### config.mk
export PLATFORM = sky130hd
export DESIGN_NAME = puas_front
export DESIGN_NICKNAME = d
export VERILOG_FILES = /design/src/rtl/core/puas_pkg.sv /design/src/rtl/core/puas_front.sv
export SDC_FILE = /design/constraint.sdc
export NUM_CORES = 1
export LEC_CHECK = 0
export BUFFER_PORTS_ARGS = -buffer_cell sky130_fd_sc_hd__buf_4
export CORE_ASPECT_RATIO = 1.25
export CORE_MARGIN = 2
export CORE_UTILIZATION = 42
export DETAILED_ROUTE_END_ITERATION = 6
export PLACE_DENSITY = 0.71
export RECOVER_POWER = 50
export REMOVE_ABC_BUFFERS = 1
export SYNTH_ARGS = -nofsm -noshare
export SYNTH_HDL_FRONTEND = slang
export SYNTH_SLANG_ARGS = --single-unit
### constraint.sdc
create_clock -name i_clk -period 14.4 [get_ports i_clk]
set_input_delay 0 -clock i_clk [delete_from_list [all_inputs] [get_ports i_clk]]
set_output_delay 0 -clock i_clk [all_outputs]
set_load 0.01 [all_outputs]
### src/rtl/core/puas_pkg.sv
// Shared types, widths and helpers for the periodic upwind advection step.
// No dependencies; imported by puas_front, puas_back and the top level.
package puas_pkg;

    localparam int PIX_W          = 6;
    localparam int Q_W            = 24;
    localparam int GAIN_W         = 16;
    localparam int CNT_W          = 7;
    localparam int PROD_W         = Q_W + 1 + GAIN_W + 1;
    localparam int SUM_W          = Q_W + 3;
    localparam int DEF_MAX_POINTS = 64;
    localparam int APB_AW         = 3;
    localparam int APB_DW         = 32;

    localparam logic [CNT_W-1:0] POINTS_RST = 7'd64;

    localparam logic OP_LOAD    = 1'b0;
    localparam logic OP_STEP    = 1'b1;
    // register select is paddr[2]
    localparam logic REG_POINTS = 1'b0;

    localparam logic signed [SUM_W-1:0] SAT_HI = 27'sd8388607;
    localparam logic signed [SUM_W-1:0] SAT_LO = -27'sd8388608;

    typedef struct packed {
        logic                     op;
        logic [PIX_W-1:0]         idx;
        logic signed [Q_W-1:0]    u;
        logic signed [Q_W-1:0]    v;
        logic [GAIN_W-1:0]        alpha;
        logic [GAIN_W-1:0]        beta;
        logic                     emit;
    } t_cmd;

    function automatic logic signed [Q_W-1:0] sat_q(input logic signed [SUM_W-1:0] x);
        logic signed [Q_W-1:0] r;
        if (x > SAT_HI) begin
            r = SAT_HI[Q_W-1:0];
        end else if (x < SAT_LO) begin
            r = SAT_LO[Q_W-1:0];
        end else begin
            r = x[Q_W-1:0];
        end
        return r;
    endfunction

endpackage

### src/rtl/core/puas_front.sv
// Front end: takes input transfers, drops out-of-range loads, queues commands.
// Depends on puas_pkg.
module puas_front #(
    parameter int MAX_POINTS = puas_pkg::DEF_MAX_POINTS
) (
    input  logic                                 i_clk,
    input  logic                                 i_rst_n,
    input  logic                                 i_valid,
    output logic                                 o_stall,
    input  logic                                 i_opcode,
    input  logic [puas_pkg::PIX_W-1:0]           i_point_index,
    input  logic signed [puas_pkg::Q_W-1:0]      i_load_u,
    input  logic signed [puas_pkg::Q_W-1:0]      i_load_v,
    input  logic [puas_pkg::GAIN_W-1:0]          i_advect_gain,
    input  logic [puas_pkg::GAIN_W-1:0]          i_relax_gain,
    input  logic                                 i_emit_after,
    output logic                                 o_cmd_valid,
    output puas_pkg::t_cmd                       o_cmd,
    input  logic                                 i_cmd_pop
);
    import puas_pkg::*;

    localparam logic [CNT_W-1:0] MAXP = CNT_W'(MAX_POINTS);

    t_cmd       r_q [2];
    logic       r_wp;
    logic       r_rp;
    logic [1:0] r_cnt;
    logic [1:0] n_cnt;
    logic       accept;
    logic       keep;
    t_cmd       cmd_in;

    assign accept = i_valid && !o_stall;
    assign keep   = accept && ((i_opcode == OP_STEP) || ({1'b0, i_point_index} < MAXP));

    always_comb begin
        cmd_in.op    = i_opcode;
        cmd_in.idx   = i_point_index;
        cmd_in.u     = i_load_u;
        cmd_in.v     = i_load_v;
        cmd_in.alpha = i_advect_gain;
        cmd_in.beta  = i_relax_gain;
        cmd_in.emit  = i_emit_after;
    end

    always_comb begin
        n_cnt = r_cnt + {1'b0, keep} - {1'b0, i_cmd_pop};
    end

    always_ff @(posedge i_clk) begin
        if (!i_rst_n) begin
            r_wp  <= 1'b0;
            r_rp  <= 1'b0;
            r_cnt <= 2'd0;
        end else begin
            r_cnt <= n_cnt;
            if (keep) begin
                r_wp <= !r_wp;
            end
            if (i_cmd_pop) begin
                r_rp <= !r_rp;
            end
        end
    end

    always_ff @(posedge i_clk) begin
        if (keep) begin
            r_q[r_wp] <= cmd_in;
        end
    end

    assign o_stall     = (r_cnt == 2'd2);
    assign o_cmd_valid = (r_cnt != 2'd0);
    assign o_cmd       = r_q[r_rp];

endmodule

==> results.cfg <==
[routing]
drtIter0Drc = 180
vias = 3750
drc = 0
wl_per_cell_um = 16.4
firstDrtPassIters = 4
drt-total-wl_um = 13300
ant_nets = 0
drt-vias-per-instance = 4.64

[setup_path]
required_ns = 14.40
crit_path_start_kind = register
end_kind = output port
cp.arrival_ns = 3.45
path_class = reg -> out
crit_fanout = 46

[floorplan]
core-area_mm2 = 0.0156
fp.dieH_um = 145
num_rows = 51
io_pins = 182
die-area_mm2 = 0.0169
start_util_pct = 42.7
die_x_um = 117

[power_and_ir_drop]
power.density_mw_per_mm2 = 144
ir_drop_v = 0.0000955
pwr-share-clk_pct = 30.6
p_int_uw = 1030
power_frac_seq_pct = 51.0
p_leak_uw = 0.00346
p_switching_uw = 330
p_comb_share_pct = 18.4
p_sw_share_pct = 24.3

[sta]
rsz0062_at_grt = no
setup_tns_ns = 0
fin_hold_ws_ns = 0.324
skew_ns = 0.0104
relSlewSlack_pct = -29.4
min_period_ns = 3.45
setup_violations = 0
drv_slew = 44
final-hold-violation-count = 0
finalCritPeriodShare_pct = 24.0
tightest_slew_ns = 1.94
fmax_ghz = 0.289

[synthesis]
yosys_warnings = 0
synth_async_sr_flop_share_pct = 0
seq_area_frac_synth_pct = 80.9
synth_area_leaders = edfxtp_1 79%, mux2_2 12%, mux2_4 4.5%, dfxtp_1 1.5%, buf_6 0.68%
synth_top_area_share_pct = 79.4
synth-seq-cells = 181
synth_edf_count = 176
ys_top_cells_by_count = 176 x edfxtp_1, 68 x mux2_2, 20 x mux2_4
synth_top_cell_by_area = edfxtp_1
synthFlopType = edfxtp_1
synth_area_mm2 = 0.00665
syn_inst = 299
yosysMostFrequentCell = edfxtp_1
syn_avg_cell_area_um2 = 22.2
synth_cell_types = 17

[place]
dpl_cell_area_mm2 = 0.00824
dp_hpwl_um = 7690
gp_congestion = 0.687
portBuffers = 181

[cells_and_area]
final_core_util_pct = 60.7
drive_gt1_share_pct = 40.3
fillers = 1211
fin_area_mm2 = 0.00945
fin_nets = 677
area_delta_synth_final_pct = 42.0
antennaDiodeCount = 0

[clock_network]
path_clk_slew_ns = 0.06
cts_buffers = 17
cts_max_path_buffers = 2
cts_tree = built
insertion_delay_ns = 0.42
postCtsSetupBuffers = 0
ctsResizeCount = 0
cts_max_level = 4
numClockSinks = 181
cts_root_buf = clkbuf_16
ctsHoldBuffers = 91

[outcome]
violations = capacitance limit, slew limit
status = complete, but fails checks

[grt]
grt_max_degree = 89
grt_pass1_vias = 4098
grt_pass1_wl_um = 19600
grt_overflow = 0
grt_usage_pct = 15.9
antenna_found_initial = 0

[flow_run]
maxCapViolations = 1

[min_path]
hp-class = in -> reg
through the flow:
stage	std cells	power [µW]	setup slack (ns)
floorplan	289	836	9.64
finish	808	1360	10.95
CTS	808	1390	11.89
detailed placement	685	959	12.21
global route	808	1410	10.71
global placement	685	949	12.35
layout make-up:
cell class | count | area, µm² | share of cell area (%)
flip-flops and latches | 181 | 5390 | 57.0
repair buffers | 275 | 2100 | 22.2
multi-input cells | 105 | 1160 | 12.3
clock buffers | 20 | 437 | 4.62
well taps | 212 | 265 | 2.81
clock inverters | 12 | 88.8 | 0.940
inverters | 3 | 11.3 | 0.119
per-layer routing:
layer  vias up  global-route usage, %  routed length [µm]
met3        31                   4.83                 679
met4         0                   7.49                 320
met1      1845                   16.3                4870
li1       1744                      -                   -
met2       130                   29.2                7390
met5         -                      0                   0
power by group through the flow:
stage	registers, µW	logic [µW]	clock network (µW)
6_report	693	251	415
5_1_grt	699	271	444
4_1_cts	694	276	424
3_5_place_dp	704	255	0
3_3_place_gp	699	250	0
2_1_floorplan	707	129	0
flip-flops by register name, indices dropped and copies added (netlist names), named ones only:
name,cells
r_rp,1
r_q,176
r_cnt,2
r_wp,1
critical path: stages, from the launching register on:
cell     delay (ns)
dfxtp_1        1.63
buf_4          0.74
mux2_2         0.43
buf_4          0.15
cells in the final DEF, fill, tap and decap left out, types with 4 or more instances in the layout:
cell and instances:
buf_4 62, clkbuf_1 54, clkbuf_16 17, clkbuf_4 70, clkinv_1 5, dfxtp_1 5
dlygate4sd3_1 91, edfxtp_1 176, mux2_1 6, mux2_2 68, mux2_4 14, nor2_1 4
final timing paths:
check             cells after the start             start    endpoint  slack [ns]
setup / recovery                      3          register   o_cmd[38]       10.95
hold reg to reg                       2              r_rp    register        0.53
setup reg to reg                      4          r_cnt[0]  r_q[0][10]       12.04
hold / removal                        2  i_point_index[2]  r_q[1][83]        0.32
cells by family (layout without fill, tap and decap cells):
| group | after synthesis | in the layout | synth area share (%) |
|---|---|---|---|
| XOR/XNOR | 3 | 3 | 0.395 |
| adder cells (fa/ha/maj) | 2 | 2 | 0.376 |
| buffers and inverters | 13 | 310 | 1.30 |
| flip-flops | 181 | 181 | 80.9 |
| multiplexers | 89 | 89 | 16.2 |
| AND/OR/NAND/NOR | 11 | 11 | 0.809 |
(Power assumes the default switching activity.)
